$ cat src/hdl/csv_field_tokenizer_core_defines.svh
// ----------------------------------------------------------------------------
// CSV field tokenizer assertion macros
// Shared concurrent assertion forms; compiled out with NO_ASSERTIONS.
// ----------------------------------------------------------------------------
`ifndef CSV_FIELD_TOKENIZER_CORE_DEFINES_SVH
`define CSV_FIELD_TOKENIZER_CORE_DEFINES_SVH

`ifndef NO_ASSERTIONS

// Same-cycle implication, disabled while in reset
`define CFTOK_ASSERT_IMP(label, clk, rst_n, ante, cons) \
    label: assert property (@(posedge clk) disable iff (!rst_n) (ante) |-> (cons)) \
        else $error("cftok assertion failed");

// Next-cycle implication, disabled while in reset
`define CFTOK_ASSERT_NXT(label, clk, rst_n, ante, cons) \
    label: assert property (@(posedge clk) disable iff (!rst_n) (ante) |=> (cons)) \
        else $error("cftok assertion failed");

`else

`define CFTOK_ASSERT_IMP(label, clk, rst_n, ante, cons)
`define CFTOK_ASSERT_NXT(label, clk, rst_n, ante, cons)

`endif

`endif

$ cat src/hdl/cftok_pkg.sv
// ----------------------------------------------------------------------------
// CSV field tokenizer package
// Shared types, codes and character constants of the tokenizer.
// ----------------------------------------------------------------------------
`timescale 1ns / 1ps

package cftok_pkg;

    localparam int BYTE_W         = 8;
    localparam int VALUE_W        = 32;
    localparam int FIELD_NUMBER_W = 16;
    localparam int RECORD_NUMBER_W = 32;
    localparam int CFG_INDEX_W    = 3;

    // Parse phase, one-hot
    typedef enum logic [6:0] {
        PH_START      = 7'b0000001,
        PH_LEAD_WS    = 7'b0000010,
        PH_SIGN       = 7'b0000100,
        PH_DIGITS     = 7'b0001000,
        PH_TRAIL_WS   = 7'b0010000,
        PH_REST       = 7'b0100000,
        PH_QUOTE_SEEN = 7'b1000000
    } phase_t;

    typedef enum logic [1:0] {
        RK_TEXT      = 2'd0,
        RK_FIELD_END = 2'd1,
        RK_ERROR     = 2'd2
    } result_kind_t;

    localparam logic [1:0] FK_SIGNED   = 2'd0;
    localparam logic [1:0] FK_UNSIGNED = 2'd1;
    localparam logic [1:0] FK_TEXT     = 2'd2;

    localparam logic [CFG_INDEX_W-1:0] CFG_FIELD_SEP  = 3'd0;
    localparam logic [CFG_INDEX_W-1:0] CFG_RECORD_SEP = 3'd1;
    localparam logic [CFG_INDEX_W-1:0] CFG_QUOTE      = 3'd2;
    localparam logic [CFG_INDEX_W-1:0] CFG_KIND       = 3'd3;

    localparam logic [BYTE_W-1:0] CH_ZERO  = 8'h30;
    localparam logic [BYTE_W-1:0] CH_NINE  = 8'h39;
    localparam logic [BYTE_W-1:0] CH_MINUS = 8'h2D;
    localparam logic [BYTE_W-1:0] CH_PLUS  = 8'h2B;
    localparam logic [BYTE_W-1:0] CH_SPACE = 8'h20;
    localparam logic [BYTE_W-1:0] CH_TAB   = 8'h09;
    localparam logic [BYTE_W-1:0] CH_CR    = 8'h0D;
    localparam logic [BYTE_W-1:0] CH_COMMA = 8'h2C;
    localparam logic [BYTE_W-1:0] CH_LF    = 8'h0A;
    localparam logic [BYTE_W-1:0] CH_DQUOTE = 8'h22;

    typedef struct packed {
        logic [BYTE_W-1:0] field_sep;
        logic [BYTE_W-1:0] record_sep;
        logic [BYTE_W-1:0] quote;
        logic [1:0]        kind;
    } cfg_t;

    typedef struct packed {
        phase_t             phase;
        logic               in_quotes;
        logic               negative_sign;
        logic               seen_digit;
        logic               field_spoiled;
        logic [VALUE_W-1:0] accumulator;
    } pstate_t;

    localparam pstate_t PSTATE_CLEAR = '{
        phase:         PH_START,
        in_quotes:     1'b0,
        negative_sign: 1'b0,
        seen_digit:    1'b0,
        field_spoiled: 1'b0,
        accumulator:   '0
    };

    typedef struct packed {
        logic               emit;
        result_kind_t       kind;
        logic [BYTE_W-1:0]  text;
        logic [VALUE_W-1:0] value;
        logic               ok;
        logic               ends;
        logic               halt;
        logic               next_field;
        logic               next_record;
    } step_out_t;

endpackage

$ cat src/hdl/csv_field_tokenizer_core.sv
// ----------------------------------------------------------------------------
// CSV field tokenizer core
// Splits a byte stream into CSV fields, passes text or converts decimals.
// ----------------------------------------------------------------------------
//  channel | signals                                        | moves
//  --------+------------------------------------------------+------------------
//  in      | in_valid, in_ready, data_byte, end_of_input    | one byte request
//  out     | out_valid, out_ready, result_kind .. record_num| one result request
//  cfg     | cfg_valid, cfg_ready, cfg_index, cfg_data      | one register write
//
//  A byte request is held in the input register; the parse step loads
//  its result, if any, into the result register once that can take it.
//  One byte per cycle unless the output stalls, set by the single parse
//  step and its times-ten add. A stalled output holds its result and the
//  held byte, even one with no result; meanwhile in_ready stays low.
//  Reset clears parse state, counters, error latch and registers to defaults.
// ----------------------------------------------------------------------------
`timescale 1ns / 1ps
`include "csv_field_tokenizer_core_defines.svh"

module csv_field_tokenizer_core #(
    parameter int FIELD_INDEX_BITS  = 16,
    parameter int RECORD_INDEX_BITS = 32
) (
    input  logic                                clk,
    input  logic                                rst_n,
    // input byte channel
    input  logic                                in_valid,
    output logic                                in_ready,
    input  logic [cftok_pkg::BYTE_W-1:0]        data_byte,
    input  logic                                end_of_input,
    // result channel
    output logic                                out_valid,
    input  logic                                out_ready,
    output logic [1:0]                          result_kind,
    output logic [cftok_pkg::BYTE_W-1:0]        text_byte,
    output logic [cftok_pkg::VALUE_W-1:0]       field_value,
    output logic                                conversion_ok,
    output logic                                ends_record,
    output logic [cftok_pkg::FIELD_NUMBER_W-1:0]  field_number,
    output logic [cftok_pkg::RECORD_NUMBER_W-1:0] record_number,
    // configuration write channel
    input  logic                                cfg_valid,
    output logic                                cfg_ready,
    input  logic [cftok_pkg::CFG_INDEX_W-1:0]   cfg_index,
    input  logic [cftok_pkg::BYTE_W-1:0]        cfg_data
);

    localparam int FN_W = cftok_pkg::FIELD_NUMBER_W;
    localparam int RN_W = cftok_pkg::RECORD_NUMBER_W;

    cftok_pkg::cfg_t      cfg;
    cftok_pkg::pstate_t   pstate_reg;
    cftok_pkg::pstate_t   pstate_next;
    cftok_pkg::pstate_t   step_state;
    cftok_pkg::step_out_t step_res;

    // input register
    logic                         in_valid_reg;
    logic [cftok_pkg::BYTE_W-1:0] in_byte_reg;
    logic                         in_eoi_reg;

    // running counters and error latch
    logic [FIELD_INDEX_BITS-1:0]  field_cnt_reg;
    logic [FIELD_INDEX_BITS-1:0]  field_cnt_next;
    logic [RECORD_INDEX_BITS-1:0] rec_cnt_reg;
    logic [RECORD_INDEX_BITS-1:0] rec_cnt_next;
    logic                         halted_reg;
    logic                         halted_next;

    // result register
    logic                          out_valid_reg;
    logic                          out_valid_next;
    cftok_pkg::result_kind_t       kind_reg;
    logic [cftok_pkg::BYTE_W-1:0]  text_reg;
    logic [cftok_pkg::VALUE_W-1:0] value_reg;
    logic                          ok_reg;
    logic                          ends_reg;
    logic [FN_W-1:0]               fnum_reg;
    logic [RN_W-1:0]               rnum_reg;

    logic process;
    logic live;
    logic load_result;

    cftok_cfg u_cfg (
        .clk       (clk),
        .rst_n     (rst_n),
        .cfg_valid (cfg_valid),
        .cfg_ready (cfg_ready),
        .cfg_index (cfg_index),
        .cfg_data  (cfg_data),
        .cfg       (cfg)
    );

    cftok_step u_step (
        .cfg          (cfg),
        .data_byte    (in_byte_reg),
        .end_of_input (in_eoi_reg),
        .cur          (pstate_reg),
        .nxt          (step_state),
        .res          (step_res)
    );

    // Advance the held byte once the result register can take its result
    assign process     = in_valid_reg && (!out_valid_reg || out_ready);
    assign live        = process && !halted_reg;
    assign load_result = live && step_res.emit;
    assign in_ready    = !in_valid_reg || process;

    always_comb
    begin
        pstate_next    = pstate_reg;
        field_cnt_next = field_cnt_reg;
        rec_cnt_next   = rec_cnt_reg;
        halted_next    = halted_reg;
        if (live)
        begin
            pstate_next = step_state;
            halted_next = step_res.halt;
            if (step_res.next_field)
                field_cnt_next = field_cnt_reg + FIELD_INDEX_BITS'(1);
            if (step_res.next_record)
            begin
                field_cnt_next = '0;
                rec_cnt_next   = rec_cnt_reg + RECORD_INDEX_BITS'(1);
            end
        end

        priority if (load_result)
            out_valid_next = 1'b1;
        else if (out_ready)
            out_valid_next = 1'b0;
        else
            out_valid_next = out_valid_reg;
    end

    always_ff @(posedge clk or negedge rst_n)
    begin
        if (!rst_n)
        begin
            in_valid_reg  <= 1'b0;
            pstate_reg    <= cftok_pkg::PSTATE_CLEAR;
            field_cnt_reg <= '0;
            rec_cnt_reg   <= '0;
            halted_reg    <= 1'b0;
            out_valid_reg <= 1'b0;
        end
        else
        begin
            if (in_ready)
                in_valid_reg <= in_valid;
            pstate_reg    <= pstate_next;
            field_cnt_reg <= field_cnt_next;
            rec_cnt_reg   <= rec_cnt_next;
            halted_reg    <= halted_next;
            out_valid_reg <= out_valid_next;
        end
    end

    // Payload registers: no reset needed
    always_ff @(posedge clk)
    begin
        if (in_ready && in_valid)
        begin
            in_byte_reg <= data_byte;
            in_eoi_reg  <= end_of_input;
        end
        if (load_result)
        begin
            kind_reg  <= step_res.kind;
            text_reg  <= step_res.text;
            value_reg <= step_res.value;
            ok_reg    <= step_res.ok;
            ends_reg  <= step_res.ends;
            fnum_reg  <= FN_W'(field_cnt_reg);
            rnum_reg  <= RN_W'(rec_cnt_reg);
        end
    end

    assign out_valid     = out_valid_reg;
    assign result_kind   = kind_reg;
    assign text_byte     = text_reg;
    assign field_value   = value_reg;
    assign conversion_ok = ok_reg;
    assign ends_record   = ends_reg;
    assign field_number  = fnum_reg;
    assign record_number = rnum_reg;

    // Error latch never clears without reset
    `CFTOK_ASSERT_NXT(a_halt_sticky, clk, rst_n, halted_reg, halted_reg)
    // An error result is only ever shown once the block has halted
    `CFTOK_ASSERT_IMP(a_error_halts, clk, rst_n,
        out_valid_reg && (kind_reg == cftok_pkg::RK_ERROR), halted_reg)
    // A fresh field carries no leftovers from the last one
    `CFTOK_ASSERT_IMP(a_start_clean, clk, rst_n,
        pstate_reg.phase == cftok_pkg::PH_START,
        !pstate_reg.in_quotes && !pstate_reg.seen_digit
        && !pstate_reg.field_spoiled && (pstate_reg.accumulator == '0))
    // A failed conversion reports a zero value
    `CFTOK_ASSERT_IMP(a_bad_value_zero, clk, rst_n,
        out_valid_reg && !ok_reg, value_reg == '0)
    // Once halted, no further result is loaded
    `CFTOK_ASSERT_NXT(a_halt_silent, clk, rst_n,
        halted_reg && !out_valid_reg, !out_valid_reg)

endmodule

$ cat src/hdl/cftok_cfg.sv
// ----------------------------------------------------------------------------
// CSV field tokenizer configuration registers
// Separator, quote and field-kind registers behind a valid/ready write port.
// ----------------------------------------------------------------------------
`timescale 1ns / 1ps

module cftok_cfg (
    input  logic                                  clk,
    input  logic                                  rst_n,
    input  logic                                  cfg_valid,
    output logic                                  cfg_ready,
    input  logic [cftok_pkg::CFG_INDEX_W-1:0]     cfg_index,
    input  logic [cftok_pkg::BYTE_W-1:0]          cfg_data,
    output cftok_pkg::cfg_t                       cfg
);

    cftok_pkg::cfg_t cfg_reg;
    cftok_pkg::cfg_t cfg_next;

    assign cfg_ready = 1'b1;
    assign cfg       = cfg_reg;

    always_comb
    begin
        cfg_next = cfg_reg;
        if (cfg_valid)
        begin
            unique case (cfg_index)
                cftok_pkg::CFG_FIELD_SEP:  cfg_next.field_sep  = cfg_data;
                cftok_pkg::CFG_RECORD_SEP: cfg_next.record_sep = cfg_data;
                cftok_pkg::CFG_QUOTE:      cfg_next.quote      = cfg_data;
                cftok_pkg::CFG_KIND:       cfg_next.kind       = cfg_data[1:0];
                default:                   cfg_next = cfg_reg;
            endcase
        end
    end

    always_ff @(posedge clk or negedge rst_n)
    begin
        if (!rst_n)
        begin
            cfg_reg.field_sep  <= cftok_pkg::CH_COMMA;
            cfg_reg.record_sep <= cftok_pkg::CH_LF;
            cfg_reg.quote      <= cftok_pkg::CH_DQUOTE;
            cfg_reg.kind       <= cftok_pkg::FK_SIGNED;
        end
        else
        begin
            cfg_reg <= cfg_next;
        end
    end

endmodule

$ cat src/hdl/cftok_step.sv
// ----------------------------------------------------------------------------
// CSV field tokenizer parse step
// Combinational next state and result for one byte or end-of-input mark.
// ----------------------------------------------------------------------------
`timescale 1ns / 1ps

module cftok_step (
    input  cftok_pkg::cfg_t                 cfg,
    input  logic [cftok_pkg::BYTE_W-1:0]    data_byte,
    input  logic                            end_of_input,
    input  cftok_pkg::pstate_t              cur,
    output cftok_pkg::pstate_t              nxt,
    output cftok_pkg::step_out_t            res
);

    localparam int VW = cftok_pkg::VALUE_W;

    logic numeric;
    logic signed_mode;
    logic ws;
    logic sign_hit;
    logic digit_hit;
    logic is_q;
    logic is_fs;
    logic is_rs;
    logic from_lead;
    logic from_sign;
    logic from_digits;
    logic from_trail;
    logic go_rest;
    logic go_qseen;
    logic reach_sign;
    logic reach_digits;
    logic reach_trail;
    logic reach_rest;
    logic do_content;
    logic do_end;
    logic end_rec;
    logic do_error;
    logic [VW-1:0] acc_times_ten;
    logic [VW-1:0] digit_value;
    logic          field_ok;

    assign numeric     = !cfg.kind[1];
    assign signed_mode = (cfg.kind == cftok_pkg::FK_SIGNED);
    assign is_q        = !end_of_input && (data_byte == cfg.quote);
    assign is_fs       = !end_of_input && (data_byte == cfg.field_sep);
    assign is_rs       = end_of_input || (data_byte == cfg.record_sep);

    // Whitespace never swallows a separator
    assign ws = !end_of_input
             && (data_byte != cfg.field_sep) && (data_byte != cfg.record_sep)
             && ((data_byte == cftok_pkg::CH_SPACE)
                 || ((data_byte >= cftok_pkg::CH_TAB) && (data_byte <= cftok_pkg::CH_CR)));

    assign sign_hit  = signed_mode && !end_of_input
                    && ((data_byte == cftok_pkg::CH_MINUS) || (data_byte == cftok_pkg::CH_PLUS));
    assign digit_hit = !end_of_input
                    && (data_byte >= cftok_pkg::CH_ZERO) && (data_byte <= cftok_pkg::CH_NINE);

    assign digit_value   = VW'(data_byte - cftok_pkg::CH_ZERO);
    assign acc_times_ten = {cur.accumulator[VW-4:0], 3'b000}
                         + {cur.accumulator[VW-2:0], 1'b0};

    assign field_ok = numeric && cur.seen_digit && !cur.field_spoiled;

    // Chain of phases that the byte passes through before it is consumed
    assign reach_sign   = (from_lead && !ws) || from_sign;
    assign reach_digits = (reach_sign && !sign_hit) || from_digits;
    assign reach_trail  = (reach_digits && !digit_hit) || from_trail;
    assign reach_rest   = (reach_trail && !ws) || go_rest;

    always_comb
    begin
        nxt         = cur;
        from_lead   = 1'b0;
        from_sign   = 1'b0;
        from_digits = 1'b0;
        from_trail  = 1'b0;
        go_rest     = 1'b0;
        go_qseen    = 1'b0;
        do_content  = 1'b0;
        do_end      = 1'b0;
        end_rec     = 1'b0;
        do_error    = 1'b0;

        unique case (cur.phase)
            cftok_pkg::PH_START:
            begin
                if (is_q)
                begin
                    nxt.in_quotes = 1'b1;
                    nxt.phase     = numeric ? cftok_pkg::PH_LEAD_WS : cftok_pkg::PH_REST;
                end
                else if (numeric)
                    from_lead = 1'b1;
                else
                    go_rest = 1'b1;
            end
            cftok_pkg::PH_LEAD_WS:    begin from_lead   = numeric; go_rest = !numeric; end
            cftok_pkg::PH_SIGN:       begin from_sign   = numeric; go_rest = !numeric; end
            cftok_pkg::PH_DIGITS:     begin from_digits = numeric; go_rest = !numeric; end
            cftok_pkg::PH_TRAIL_WS:   begin from_trail  = numeric; go_rest = !numeric; end
            cftok_pkg::PH_REST:       go_rest  = 1'b1;
            cftok_pkg::PH_QUOTE_SEEN: go_qseen = 1'b1;
            default:                  nxt.phase = cftok_pkg::PH_START;
        endcase

        priority if (from_lead && ws)
        begin
            nxt.phase = cftok_pkg::PH_LEAD_WS;
        end
        else if (reach_sign && sign_hit)
        begin
            nxt.phase         = cftok_pkg::PH_DIGITS;
            nxt.negative_sign = (data_byte == cftok_pkg::CH_MINUS);
        end
        else if (reach_digits && digit_hit)
        begin
            nxt.phase       = cftok_pkg::PH_DIGITS;
            nxt.accumulator = acc_times_ten + digit_value;
            nxt.seen_digit  = 1'b1;
        end
        else if (reach_trail && ws)
        begin
            nxt.phase = cftok_pkg::PH_TRAIL_WS;
        end
        else if (reach_rest)
        begin
            nxt.phase = cftok_pkg::PH_REST;
            if (cur.in_quotes)
            begin
                priority if (end_of_input) do_error = 1'b1;
                else if (is_q)             nxt.phase = cftok_pkg::PH_QUOTE_SEEN;
                else                       do_content = 1'b1;
            end
            else
            begin
                priority if (is_fs)              do_end = 1'b1;
                else if (is_rs)                  begin do_end = 1'b1; end_rec = 1'b1; end
                else if (data_byte == cfg.quote) do_error = 1'b1;
                else                             do_content = 1'b1;
            end
        end
        else if (go_qseen)
        begin
            priority if (is_q)
            begin
                nxt.phase  = cftok_pkg::PH_REST;
                do_content = 1'b1;
            end
            else if (is_fs)  do_end = 1'b1;
            else if (is_rs)  begin do_end = 1'b1; end_rec = 1'b1; end
            else             do_error = 1'b1;
        end
        else
        begin
            nxt.phase = nxt.phase;
        end

        // Numeric fields fold content into a spoiled flag
        if (do_content && numeric)
            nxt.field_spoiled = 1'b1;
        if (do_end)
            nxt = cftok_pkg::PSTATE_CLEAR;
    end

    always_comb
    begin
        res             = '0;
        res.kind        = cftok_pkg::RK_TEXT;
        res.halt        = do_error;
        res.next_field  = do_end && !end_rec;
        res.next_record = do_end && end_rec;
        priority if (do_error)
        begin
            res.emit = 1'b1;
            res.kind = cftok_pkg::RK_ERROR;
        end
        else if (do_end)
        begin
            res.emit  = 1'b1;
            res.kind  = cftok_pkg::RK_FIELD_END;
            res.ok    = field_ok;
            res.ends  = end_rec;
            res.value = !field_ok          ? '0
                      : cur.negative_sign  ? (VW'(0) - cur.accumulator)
                      :                      cur.accumulator;
        end
        else if (do_content && !numeric)
        begin
            res.emit = 1'b1;
            res.text = data_byte;
        end
        else
        begin
            res.emit = 1'b0;
        end
    end

endmodule

$ cat config.mk
export PLATFORM = sky130hd
export DESIGN_NAME = csv_field_tokenizer_core
export DESIGN_NICKNAME = d
export VERILOG_FILES = /design/src/hdl/cftok_pkg.sv /design/src/hdl/csv_field_tokenizer_core.sv /design/src/hdl/cftok_cfg.sv /design/src/hdl/cftok_step.sv
export VERILOG_INCLUDE_DIRS = /design/src /design/src/hdl
export SDC_FILE = /design/constraint.sdc
export NUM_CORES = 1
export LEC_CHECK = 0
export ABC_AREA = 1
export BUFFER_PORTS_ARGS = -buffer_cell sky130_fd_sc_hd__buf_2
export CAP_MARGIN = 20
export CORE_ASPECT_RATIO = 0.7
export CORE_UTILIZATION = 50
export DETAILED_ROUTE_END_ITERATION = 16
export PLACE_DENSITY = 0.72
export RECOVER_POWER = 25
export SLEW_MARGIN = 15
export SYNTH_ARGS = -nofsm -noshare
export SYNTH_HDL_FRONTEND = slang
export SYNTH_SLANG_ARGS = --single-unit
export TNS_END_PERCENT = 5
$ cat constraint.sdc
create_clock -name clk -period 4.6 [get_ports clk]
set_clock_uncertainty 0.1 [all_clocks]
set_input_delay 0.92 -clock clk [delete_from_list [all_inputs] [get_ports clk]]
set_output_delay 0.92 -clock clk [all_outputs]
set_load 0.01 [all_outputs]
==> flow_summary.json, run 1 <==
{
  "yosysUniqueCellTypes": 47,
  "syn_area_mm2": 0.01296,
  "finalMaxSlewViolations": 71,
  "grt_pass1_wl_um": 47670,
  "cell_pwr_density_mw_per_mm2": 297.0,
  "timing.critical_path.fanout_max": 6,
  "globalRouteTotalUtil_pct": 22.23,
  "grt_remaining_overflow": 0,
  "power.static_leakage_uw": 0.007018,
  "drcViolationCount": 0,
  "fin_setup_tns_ns": 0,
  "grt_most_used_layer": "met1",
  "cp.required_ns": 4.96,
  "design.final.nets": 1649,
  "worstSkewPairLatency_ns": 0.52,
  "fin_crit_sh_pct": 91.42,
  "timing.fmax_mhz": 237.8,
  "clk_path_buf_depth": 3,
  "critPathArrivalTime_ns": 4.56,
  "areaGrowthSynthToFinish_pct": 12.45,
  "dpl.cell_count": 1856,
  "timing.final.crit_period_ns": 4.205,
  "drt_iter0_markers": 691,
  "drt_wl_total_um": 28940,
  "worst_pin_slew_ns": 1.814,
  "vias": 10110,
  "critical_path.startpoint_type": "register",
  "post-cts-setup-buffer-count": 0,
  "worstSetupEndpointType": "register",
  "dp_hpwl_um": 21260,
  "setup_viol": 0,
  "synth_enable_flop_cells": 101,
  "syn-instance-count": 1444,
  "cts.sinks": 221,
  "holdBufCountCts": 0,
  "placementRows": 48,
  "die_h_um": 136.7,
  "layout-drive-gt1-share_pct": 15.43,
  "worstHoldPathType": "register to register",
  "h-tree-depth": 1,
  "drv.max_cap_violation_count": 1,
  "violations": "capacitance limit, slew limit",
  "cts.root.buffer_cell": "sky130_fd_sc_hd__clkbuf_16",
  "synth_seq_area_share_pct": 46.64,
  "io_buffers": 118,
  "ff2ff_setup_slack_ns": 0.39,
  "syn_area_per_cell_um2": 8.978,
  "status": "complete, but fails checks",
  "routedWlPerCell_um": 15.23,
  "rsz0062_at_grt": "no",
  "cts_resized": 0,
  "cts.clk_slew.worst_paths_ns": 0.06,
  "grt_start_max_net_pins": 71,
  "largest_reg_flops": 43,
  "io_pins": 120,
  "gr-usage-met1_pct": 34.69,
  "gp_routability_congestion": 0.9583,
  "detail_route.vias_per_cell": 5.321,
  "insertedDiodeCount": 0,
  "synth-warning-count": 0,
  "grt.met2_usage_pct": 32.56,
  "number_of_buffers_added_by_the_clock_tree_synthesis_step": 23,
  "flops_latches_synth": 221,
  "synth-async-reset-ratio_pct": 54.30,
  "drtPass1Iterations": 5,
  "count_of_fill_cells_added_during_filler_insertion": 2199,
  "slew_headroom_pct": -20.95,
  "drt.antenna.violating_nets": 0,
  "synthesis.nets": 1535,
  "die_width_um": 194.5,
  "cts_tree": "done",
  "vdd_drop_max_mv": 0.3013,
  "grt_util_met3_pct": 3.228,
  "yosys_most_used_dff": "sky130_fd_sc_hd__dfrtp_1",
  "hold_violations": 0,
  "grt_pass1_vias": 9331,
  "grt_antenna_before_repair": 0,
  "critPathKind": "register to register",
  "area_inside_the_core_boundary_mm2": 0.02504,
  "finalNonFillerCells": 1900,
  "initial_utilization_pct": 51.76,
  "floorplan.die_area_mm2": 0.02659
}
==> synthesized netlist by cell type, drive strengths merged (3+ instances only) <==
cell type  count  share of area, %
a21boi         4              0.23
a21oi         44               1.7
o21ai        101               4.0
dfstp          8               1.6
nor4          24               1.3
fa            29               4.5
clkinv         3             0.097
nand3         55               2.3
buf           25               1.7
clkbuf        14              0.41
inv          137               4.0
o211ai         3              0.17
xnor2         47               3.2
edfxtp       101                23
nand2        399                12
dfrtp        112                22
ha            37               3.6
or2            6              0.29
o31ai          3              0.17
nor2         124               4.3
nand4         45               2.3
nor3          34               1.3
xor2          75               5.1
a31oi          4              0.19
==> layer usage <==
layer / routed length (µm) / share of wire (%) / vias up
met5: 0 / 0 / -
met4: 561 / 1.9 / 0
met3: 1749 / 6.0 / 41
met2: 11980 / 41 / 306
met1: 14650 / 51 / 4765
li1: - / - / 4997
==> power breakdown <==
part           leakage [µW]  internal [µW]  switching [µW]
Sequential          0.00263           2110            56.8
Clock              0.000371           1120             757
Combinational       0.00402            112             169
Total               0.00702           3350             983
==> logic make-up (layout without fill, tap and decap cells) <==
kind of cell / after synthesis / in the layout / synth area share, %
fa+ha+maj: 66 / 66 / 8.049
simple gates: 689 / 689 / 23.95
buf+inv: 179 / 310 / 6.187
xor+xnor: 122 / 122 / 8.242
other cells: 1 / 1 / 0.02893
compound gates: 166 / 166 / 6.910
flops: 221 / 221 / 46.64
==> layout by cell type (no fill, tap or decap), types with 6 or more instances in the layout <==
cell,Yosys,layout
sky130_fd_sc_hd__nand2_1,387,387
sky130_fd_sc_hd__inv_1,128,127
sky130_fd_sc_hd__buf_2,7,115
sky130_fd_sc_hd__dfrtp_1,112,112
sky130_fd_sc_hd__edfxtp_1,101,101
sky130_fd_sc_hd__nor2_1,91,90
sky130_fd_sc_hd__o21ai_0,77,77
sky130_fd_sc_hd__xor2_1,75,75
sky130_fd_sc_hd__nand3_1,50,50
sky130_fd_sc_hd__xnor2_1,47,47
sky130_fd_sc_hd__nand4_1,44,44
sky130_fd_sc_hd__a21oi_1,44,44
sky130_fd_sc_hd__ha_1,37,37
sky130_fd_sc_hd__nor3_1,34,34
sky130_fd_sc_hd__nor2_2,32,33
sky130_fd_sc_hd__fa_1,29,29
sky130_fd_sc_hd__clkbuf_16,0,24
sky130_fd_sc_hd__nor4_1,22,22
sky130_fd_sc_hd__o21ai_1,20,20
sky130_fd_sc_hd__clkbuf_1,14,10
sky130_fd_sc_hd__inv_2,9,9
sky130_fd_sc_hd__dfstp_2,8,8
sky130_fd_sc_hd__nand2_4,7,7
sky130_fd_sc_hd__or2_2,6,6
sky130_fd_sc_hd__buf_4,7,6
==> final timing paths <==
check / startpoint / endpoint / cells past startpoint
worst min-delay path: halted_reg$_DFFE_PN0P_ / halted_reg$_DFFE_PN0P_ / 2
worst min register to register: halted_reg$_DFFE_PN0P_ / halted_reg$_DFFE_PN0P_ / 2
max in group asynchronous: rst_n / u_cfg.cfg[20]$_DFFE_PN1P_ / 2
min in group asynchronous: rst_n / field_cnt_reg[11]$_DFFE_PN0P_ / 1
worst max register to register: in_byte_reg[4]$_DFFE_PP_ / pstate_reg[22]$_DFFE_PN0P_ / 16
worst max-delay path: in_byte_reg[4]$_DFFE_PP_ / pstate_reg[22]$_DFFE_PN0P_ / 16
==> metrics by stage <==
step | power, µW | hold slack [ns] | setup WS [ns] | instance area, µm² | utilization [%]
finish | 4330 | 0.3679 | 0.3946 | 14580 | 58.21
global placement | 2477 | 0.3441 | 0.5597 | 13780 | 55.01
CTS | 4374 | 0.3683 | 0.4307 | 14540 | 58.06
floorplan | 2396 | 0.3276 | 0.01049 | 12960 | -
detailed placement | 2491 | 0.3497 | 0.4658 | 13780 | 55.01
global route | 4486 | 0.4002 | 0.1233 | 14580 | 58.21
==> worst max-delay path: stages, from the launching register on <==
cell                       delay (ns)
sky130_fd_sc_hd__edfxtp_1        0.48
sky130_fd_sc_hd__inv_2           0.11
sky130_fd_sc_hd__ha_1            0.29
sky130_fd_sc_hd__inv_1           0.05
sky130_fd_sc_hd__fa_1            0.47
sky130_fd_sc_hd__inv_1           0.04
sky130_fd_sc_hd__ha_1            0.34
sky130_fd_sc_hd__a21oi_1         0.15
sky130_fd_sc_hd__o21ai_0         0.14
sky130_fd_sc_hd__a21boi_0        0.47
sky130_fd_sc_hd__o21ai_0         0.27
sky130_fd_sc_hd__a21boi_0        0.49
sky130_fd_sc_hd__o21bai_1        0.20
sky130_fd_sc_hd__a21oi_1         0.20
sky130_fd_sc_hd__xnor2_1         0.14
sky130_fd_sc_hd__nand4_1         0.10
sky130_fd_sc_hd__nand2_1         0.09
==> final cells by class <==
type / count / area [µm²] / area share [%]
Clock buffer: 35 / 671.9 / 4.609
Clock inverter: 7 / 91.34 / 0.6266
Inverter: 140 / 528.0 / 3.622
Multi-Input combinational cell: 1044 / 6118 / 41.97
Sequential cell: 221 / 6046 / 41.47
Tap cell: 325 / 406.6 / 2.789
Timing Repair Buffer: 128 / 715.7 / 4.909
Note: power is estimated with default switching activity, not from simulation.
==> inputs of run 2 (changes only) <==
ABC_AREA = unset   (was 1)
==> run 2 against run 1 <==
The flow still finishes with violations (capacitance limit, slew limit); fmax down 4.0%; design area down 5.1%; synthesized area down 6.4%; first-iteration DRC count down 3.0%; setup slack worse by 0.18 ns; synthesized cell count down 25%; non-clock buffer count up 12; sequential share of layout area up 2.2 points; hold slack worse by 0.012 ns; clock-buffer cell count down 5; die area down 6.3%; highest routed layer unchanged.
==> flow_summary.json, run 2 <==
{
  "power.static_leakage_uw": 0.005723,
  "cp.required_ns": 4.90,
  "post-cts-setup-buffer-count": 0,
  "critical_path.reg2reg.startpoint": "in_byte_reg[6]$_DFFE_PP_",
  "routedWlPerCell_um": 16.96,
  "synth-async-reset-ratio_pct": 54.30,
  "grt_start_max_net_pins": 65,
  "switching_share_pct": 39.33,
  "timing.fmax_mhz": 228.2,
  "slew_headroom_pct": -148.1,
  "h-tree-depth": 1,
  "clk_path_buf_depth": 3,
  "cp_capture_point": "pstate_reg[31]$_DFFE_PN0P_",
  "grt_pass1_wl_um": 42900,
  "worstSetupEndpointType": "register",
  "status": "complete, but fails checks",
  "die_h_um": 132.3,
  "worst_r2r_endpoint": "pstate_reg[31]$_DFFE_PN0P_",
  "design.final.nets": 1289,
  "drtPass1Iterations": 5,
  "critPathArrivalTime_ns": 4.68,
  "layout-drive-gt1-share_pct": 18.77,
  "io_pins": 120,
  "hold_start": "rec_cnt_reg[30]$_DFFE_PN0P_",
  "synth_seq_area_share_pct": 49.83,
  "drt_wl_total_um": 26010,
  "worstSkewPairLatency_ns": 0.52,
  "drcViolationCount": 0,
  "flops_latches_synth": 221,
  "gp_routability_congestion": 0.8982,
  "finalMaxSlewViolations": 64,
  "finish.utilization_pct": 58.37,
  "syn_area_mm2": 0.01213,
  "yosys.cell_count.top_type": "sky130_fd_sc_hd__dfrtp_1",
  "clockPowerShare_pct": 22.0,
  "count_of_fill_cells_added_during_filler_insertion": 1954,
  "critPathKind": "register to register",
  "vdd_drop_max_mv": 0.3492,
  "critical_path.startpoint_type": "register",
  "setup_viol": 0,
  "yosys.area.top_type": "sky130_fd_sc_hd__edfxtp_1",
  "drt_iter0_markers": 670,
  "cell_pwr_density_mw_per_mm2": 583.9,
  "cts_tree": "done",
  "area_inside_the_core_boundary_mm2": 0.02370,
  "holdBufCountCts": 0,
  "cts.root.buffer_cell": "sky130_fd_sc_hd__clkbuf_16",
  "grt_antenna_before_repair": 0,
  "p_comb_share_pct": 41.8,
  "grt_pass1_vias": 8155,
  "worstPathCellList": "or2_2, nor2_4, buf_4, fa_1, ha_1, a21oi_1, o21bai_1, a221o_1, a2111oi_4, nor2_1, a211o_1, or4b_1, a32o_1",
  "critPathSlowestCell": "sky130_fd_sc_hd__or4b_1",
  "rsz0062_at_grt": "no",
  "worst_pin_slew_ns": 3.721,
  "most-common-layout-cells": "112 x sky130_fd_sc_hd__dfrtp_1, 112 x sky130_fd_sc_hd__buf_2, 101 x sky130_fd_sc_hd__edfxtp_1",
  "grt_remaining_overflow": 0,
  "worstHoldPathType": "register to register",
  "worstSetupStartpoint": "in_byte_reg[6]$_DFFE_PP_",
  "syn-instance-count": 1083,
  "sequential_cell_area_mm2": 0.006046,
  "drt.antenna.violating_nets": 0,
  "synth.top_cell.area_share_pct": 25.00,
  "vias": 8715,
  "detail_route.vias_per_cell": 5.685,
  "dpl.cell_count": 1491,
  "fin_crit_sh_pct": 95.25,
  "floorplan.die_area_mm2": 0.02490,
  "areaGrowthSynthToFinish_pct": 14.02,
  "synth_top_area_cells": "sky130_fd_sc_hd__edfxtp_1 25%, sky130_fd_sc_hd__dfrtp_1 23%, sky130_fd_sc_hd__fa_1 4.8%",
  "timing.critical_path.fanout_max": 13,
  "yosys_most_used_dff": "sky130_fd_sc_hd__dfrtp_1",
  "yosysUniqueCellTypes": 78,
  "finalNonFillerCells": 1533,
  "io_buffers": 118,
  "netSwitchingPower_uw": 3176,
  "synth-warning-count": 0,
  "cts.sinks": 221,
  "placementRows": 47,
  "timing.final.crit_period_ns": 4.382,
  "globalRouteTotalUtil_pct": 21.21,
  "drv.max_cap_violation_count": 1,
  "timing.reg2reg.worst_path_depth": 13,
  "violations": "capacitance limit, slew limit",
  "ff2ff_setup_slack_ns": 0.22,
  "largest_reg_flops": 43,
  "syn_area_per_cell_um2": 11.20,
  "yosys-top-cells-count": "112 x sky130_fd_sc_hd__dfrtp_1, 101 x sky130_fd_sc_hd__edfxtp_1, 84 x sky130_fd_sc_hd__nand2_1, 84 x sky130_fd_sc_hd__nor2_1, 70 x sky130_fd_sc_hd__o21ai_0",
  "cts_resized": 0,
  "critical_path.max_stage_delay_ns": 0.48,
  "fin_setup_tns_ns": 0,
  "multi_input_area_mm2": 0.005758,
  "power.internal_uw": 4900,
  "synth_enable_flop_cells": 101,
  "number_of_buffers_added_by_the_clock_tree_synthesis_step": 23,
  "synthesis.nets": 1174,
  "dp_hpwl_um": 18710,
  "cts.clk_slew.worst_paths_ns": 0.06,
  "insertedDiodeCount": 0,
  "initial_utilization_pct": 51.19,
  "hold_violations": 0,
  "p_seq_share_pct": 36.2,
  "die_width_um": 188.2
}
[run 2: logic make-up (layout without fill, tap and decap cells)]
family	Yosys count	after routing	synth area share [%]
other cells	1	1	0.03091
compound gates	223	223	12.55
mux	29	29	2.671
xor+xnor	112	112	8.086
buf+inv	81	213	2.929
fa+ha+maj	66	66	8.601
simple gates	350	350	15.30
flops	221	221	49.83
[run 2: how the worst min path moves through the flow]
stage / to / slack, ns / cells past startpoint
global placement: record_number[30]$_DFFE_PP_ / 0.34 / 0
finish: record_number[30]$_DFFE_PP_ / 0.36 / 0
CTS: record_number[30]$_DFFE_PP_ / 0.36 / 0
global route: record_number[30]$_DFFE_PP_ / 0.37 / 0
floorplan: record_number[30]$_DFFE_PP_ / 0.32 / 0
detailed placement: record_number[30]$_DFFE_PP_ / 0.34 / 0
[run 2: through the flow]
step                      hold slack [ns]  power (µW)  cell area, µm²  setup slack (ns)
after floorplan                    0.3249        5337           12150           -0.1285
after global placement             0.3408        6191           13120            0.3559
after detailed placement           0.3442        6278           13120            0.1726
after CTS                          0.3590        8087           13840            0.1276
after global routing               0.3701        8655           13830           0.01289
final                              0.3561        8077           13830            0.2185
[run 2: critical path: cells and delay by family, from the launching register on]
kind	cells	cell delay, ns
AO/OA/AOI/OAI	6	1.58
AND/OR/NAND/NOR	4	1.08
flip-flops	1	0.37
adder cells (fa/ha/maj)	2	0.86
buffers and inverters	1	0.26
[run 2: cell type report]
type                       count  area share (%)
multi-input combinational    781           41.63
clock inverter                12          0.6965
timing repair buffer         140           5.744
sequential                   221           43.71
clock buffer                  30           4.505
inverter                      31          0.8413
tap                          318           2.877
[run 2: power by group through the flow]
stage,sequential [µW],combinational [µW],clock (µW)
after floorplan,2930,2400,0
after global placement,2960,3230,0
after detailed placement,2970,3310,0
after CTS,2930,3340,1820
after global routing,2990,3760,1900
final,2930,3380,1770
[run 2: metal layers]
| layer | global-route usage [%] | up-vias | wire, µm |
|---|---|---|---|
| li1 | - | 4169 | - |
| met4 | 5.285 | 0 | 491 |
| met2 | 30.26 | 298 | 10780 |
| met5 | 0 | - | 0 |
| met3 | 3.194 | 35 | 1671 |
| met1 | 33.55 | 4213 | 13060 |
==> inputs of run 3 (changes only) <==
CORE_ASPECT_RATIO = unset   (was 0.7)
==> run 3 against run 2 <==
The flow still finishes with violations (capacitance limit, slew limit); flip-flop and latch count is the same; clock power grew 21%; first-iteration DRC count shrank 42%; highest routed layer unchanged.
==> flow_summary.json, run 3 (same netlist as run 2, synthesis figures left out) <==
{
  "most-common-layout-cells": "116 x sky130_fd_sc_hd__buf_2, 112 x sky130_fd_sc_hd__dfrtp_1, 101 x sky130_fd_sc_hd__edfxtp_1",
  "cts_tree": "done",
  "timing.critical_path.fanout_max": 6,
  "vdd_drop_max_mv": 0.3155,
  "fin_crit_sh_pct": 94.06,
  "worstHoldPathType": "register to register",
  "drv.max_cap_violation_count": 1,
  "floorplan.die_area_mm2": 0.02489,
  "power.static_leakage_uw": 0.005825,
  "design.final.nets": 1290,
  "largest_reg_flops": 43,
  "grt_remaining_overflow": 0,
  "worst_r2r_endpoint": "pstate_reg[31]$_DFFE_PN0P_",
  "grt_pass1_wl_um": 41570,
  "critPathArrivalTime_ns": 4.63,
  "timing.fmax_mhz": 231.1,
  "drcViolationCount": 0,
  "areaGrowthSynthToFinish_pct": 15.57,
  "finalMaxSlewViolations": 73,
  "rsz0062_at_grt": "no",
  "worstSkewPairLatency_ns": 0.51,
  "dp_hpwl_um": 17700,
  "cp_capture_point": "pstate_reg[31]$_DFFE_PN0P_",
  "drtPass1Iterations": 4,
  "status": "complete, but fails checks",
  "timing.final.crit_period_ns": 4.327,
  "io_pins": 120,
  "drt_wl_total_um": 25330,
  "post-cts-setup-buffer-count": 0,
  "post-place-ws_ns": 0.2124,
  "cp.required_ns": 4.90,
  "insertedDiodeCount": 0,
  "cts.clk_slew.worst_paths_ns": 0.06,
  "setup_viol": 0,
  "slew_headroom_pct": -27.28,
  "grt_pass1_vias": 8129,
  "number_of_buffers_added_by_the_clock_tree_synthesis_step": 24,
  "postPlaceCellArea_mm2": 0.01310,
  "area_inside_the_core_boundary_mm2": 0.02361,
  "io_buffers": 118,
  "cell_pwr_density_mw_per_mm2": 598.8,
  "vias": 8549,
  "die_h_um": 157.8,
  "detail_route.vias_per_cell": 5.566,
  "globalRouteTotalUtil_pct": 20.73,
  "die_width_um": 157.8,
  "routedWlPerCell_um": 16.49,
  "grt_start_max_net_pins": 78,
  "initial_utilization_pct": 51.38,
  "ff2ff_setup_slack_ns": 0.27,
  "layout-drive-gt1-share_pct": 19.88,
  "worstSetupStartpoint": "in_byte_reg[6]$_DFFE_PP_",
  "critical_path.startpoint_type": "register",
  "worstSetupEndpointType": "register",
  "placementRows": 56,
  "final_cell_area_mm2": 0.01402,
  "h-tree-depth": 1,
  "timing.reg2reg.worst_path_depth": 13,
  "drt_iter0_markers": 386,
  "grt_antenna_before_repair": 0,
  "clk_path_buf_depth": 3,
  "cts.sinks": 221,
  "violations": "capacitance limit, slew limit",
  "finalWorstSetupSlack_ns": 0.2734,
  "hold_ws_ns": 0.3632,
  "critical_path.reg2reg.startpoint": "in_byte_reg[6]$_DFFE_PP_",
  "gp_routability_congestion": 0.8662,
  "layout.cells.most_common": "sky130_fd_sc_hd__buf_2",
  "drt.antenna.violating_nets": 0,
  "cts.root.buffer_cell": "sky130_fd_sc_hd__clkbuf_16",
  "worst_pin_slew_ns": 1.909,
  "hold_violations": 0,
  "critPathKind": "register to register"
}
[run 3: worst min-delay path by stage]
stage / start / to / slack (ns) / cells after the start
after CTS: rec_cnt_reg[30]$_DFFE_PN0P_ / record_number[30]$_DFFE_PP_ / 0.37 / 0
final: rec_cnt_reg[30]$_DFFE_PN0P_ / record_number[30]$_DFFE_PP_ / 0.36 / 0
after floorplan: rec_cnt_reg[30]$_DFFE_PN0P_ / record_number[30]$_DFFE_PP_ / 0.32 / 0
after global placement: rec_cnt_reg[30]$_DFFE_PN0P_ / record_number[30]$_DFFE_PP_ / 0.35 / 0
after detailed placement: rec_cnt_reg[30]$_DFFE_PN0P_ / record_number[30]$_DFFE_PP_ / 0.35 / 0
after global routing: rec_cnt_reg[30]$_DFFE_PN0P_ / record_number[30]$_DFFE_PP_ / 0.39 / 0
[run 3: routing by layer]
| metal | part of all wire, % | vias up | track usage, % |
|---|---|---|---|
| li1 | - | 4174 | - |
| met1 | 47 | 4119 | 29.81 |
| met2 | 46 | 210 | 33.06 |
| met3 | 4.5 | 46 | 2.847 |
| met4 | 2.1 | 0 | 5.178 |
| met5 | 0 | - | 0 |
[run 3: worst max-delay path, stage by stage, from the launching register on]
cell	delay, ns
sky130_fd_sc_hd__edfxtp_1	0.37
sky130_fd_sc_hd__or2_2	0.35
sky130_fd_sc_hd__nor2_4	0.15
sky130_fd_sc_hd__fa_1	0.43
sky130_fd_sc_hd__ha_1	0.39
sky130_fd_sc_hd__a2111oi_1	0.45
sky130_fd_sc_hd__o21ai_1	0.16
sky130_fd_sc_hd__nand4_1	0.12
sky130_fd_sc_hd__a21oi_1	0.13
sky130_fd_sc_hd__a2111oi_4	0.39
sky130_fd_sc_hd__nor2_1	0.15
sky130_fd_sc_hd__a211o_1	0.31
sky130_fd_sc_hd__or4b_1	0.48
sky130_fd_sc_hd__a32o_1	0.23
[run 3: timing repair]
action                     in CTS  in global routing
hold buffers                    0                  0
setup endpoints to repair       0                  1
hold endpoints to repair        0                  0
gates resized for setup         0                  3
[run 3: cell type report]
| cell class | instances | area, µm² |
|---|---|---|
| Clock buffer | 29 | 629.4 |
| Clock inverter | 15 | 262.8 |
| Timing Repair Buffer | 140 | 812.0 |
| Sequential cell | 221 | 6046 |
| Tap cell | 319 | 399.1 |
| Multi-Input combinational cell | 781 | 5756 |
| Fill cell | 1964 | 9592 |
| Inverter | 31 | 116.4 |
[run 3: where the power goes]
part | internal (µW) | leakage (µW) | switching (µW) | total [µW]
Combinational | 1350 | 0.00288 | 1960 | 3310
Sequential | 2510 | 0.00251 | 421 | 2940
Clock | 1370 | 0.000437 | 781 | 2150
[run 3: stage by stage]
step                total power [µW]  utilization, %  instances  setup TNS (ns)
CTS                             8423           59.26       1535               0
global route                    8980           59.38       1536               0
global placement                6158           55.48       1491               0
detailed placement              6231           55.48       1491               0
floorplan                       5337               -       1083         -0.1285
finish                          8395           59.38       1536               0
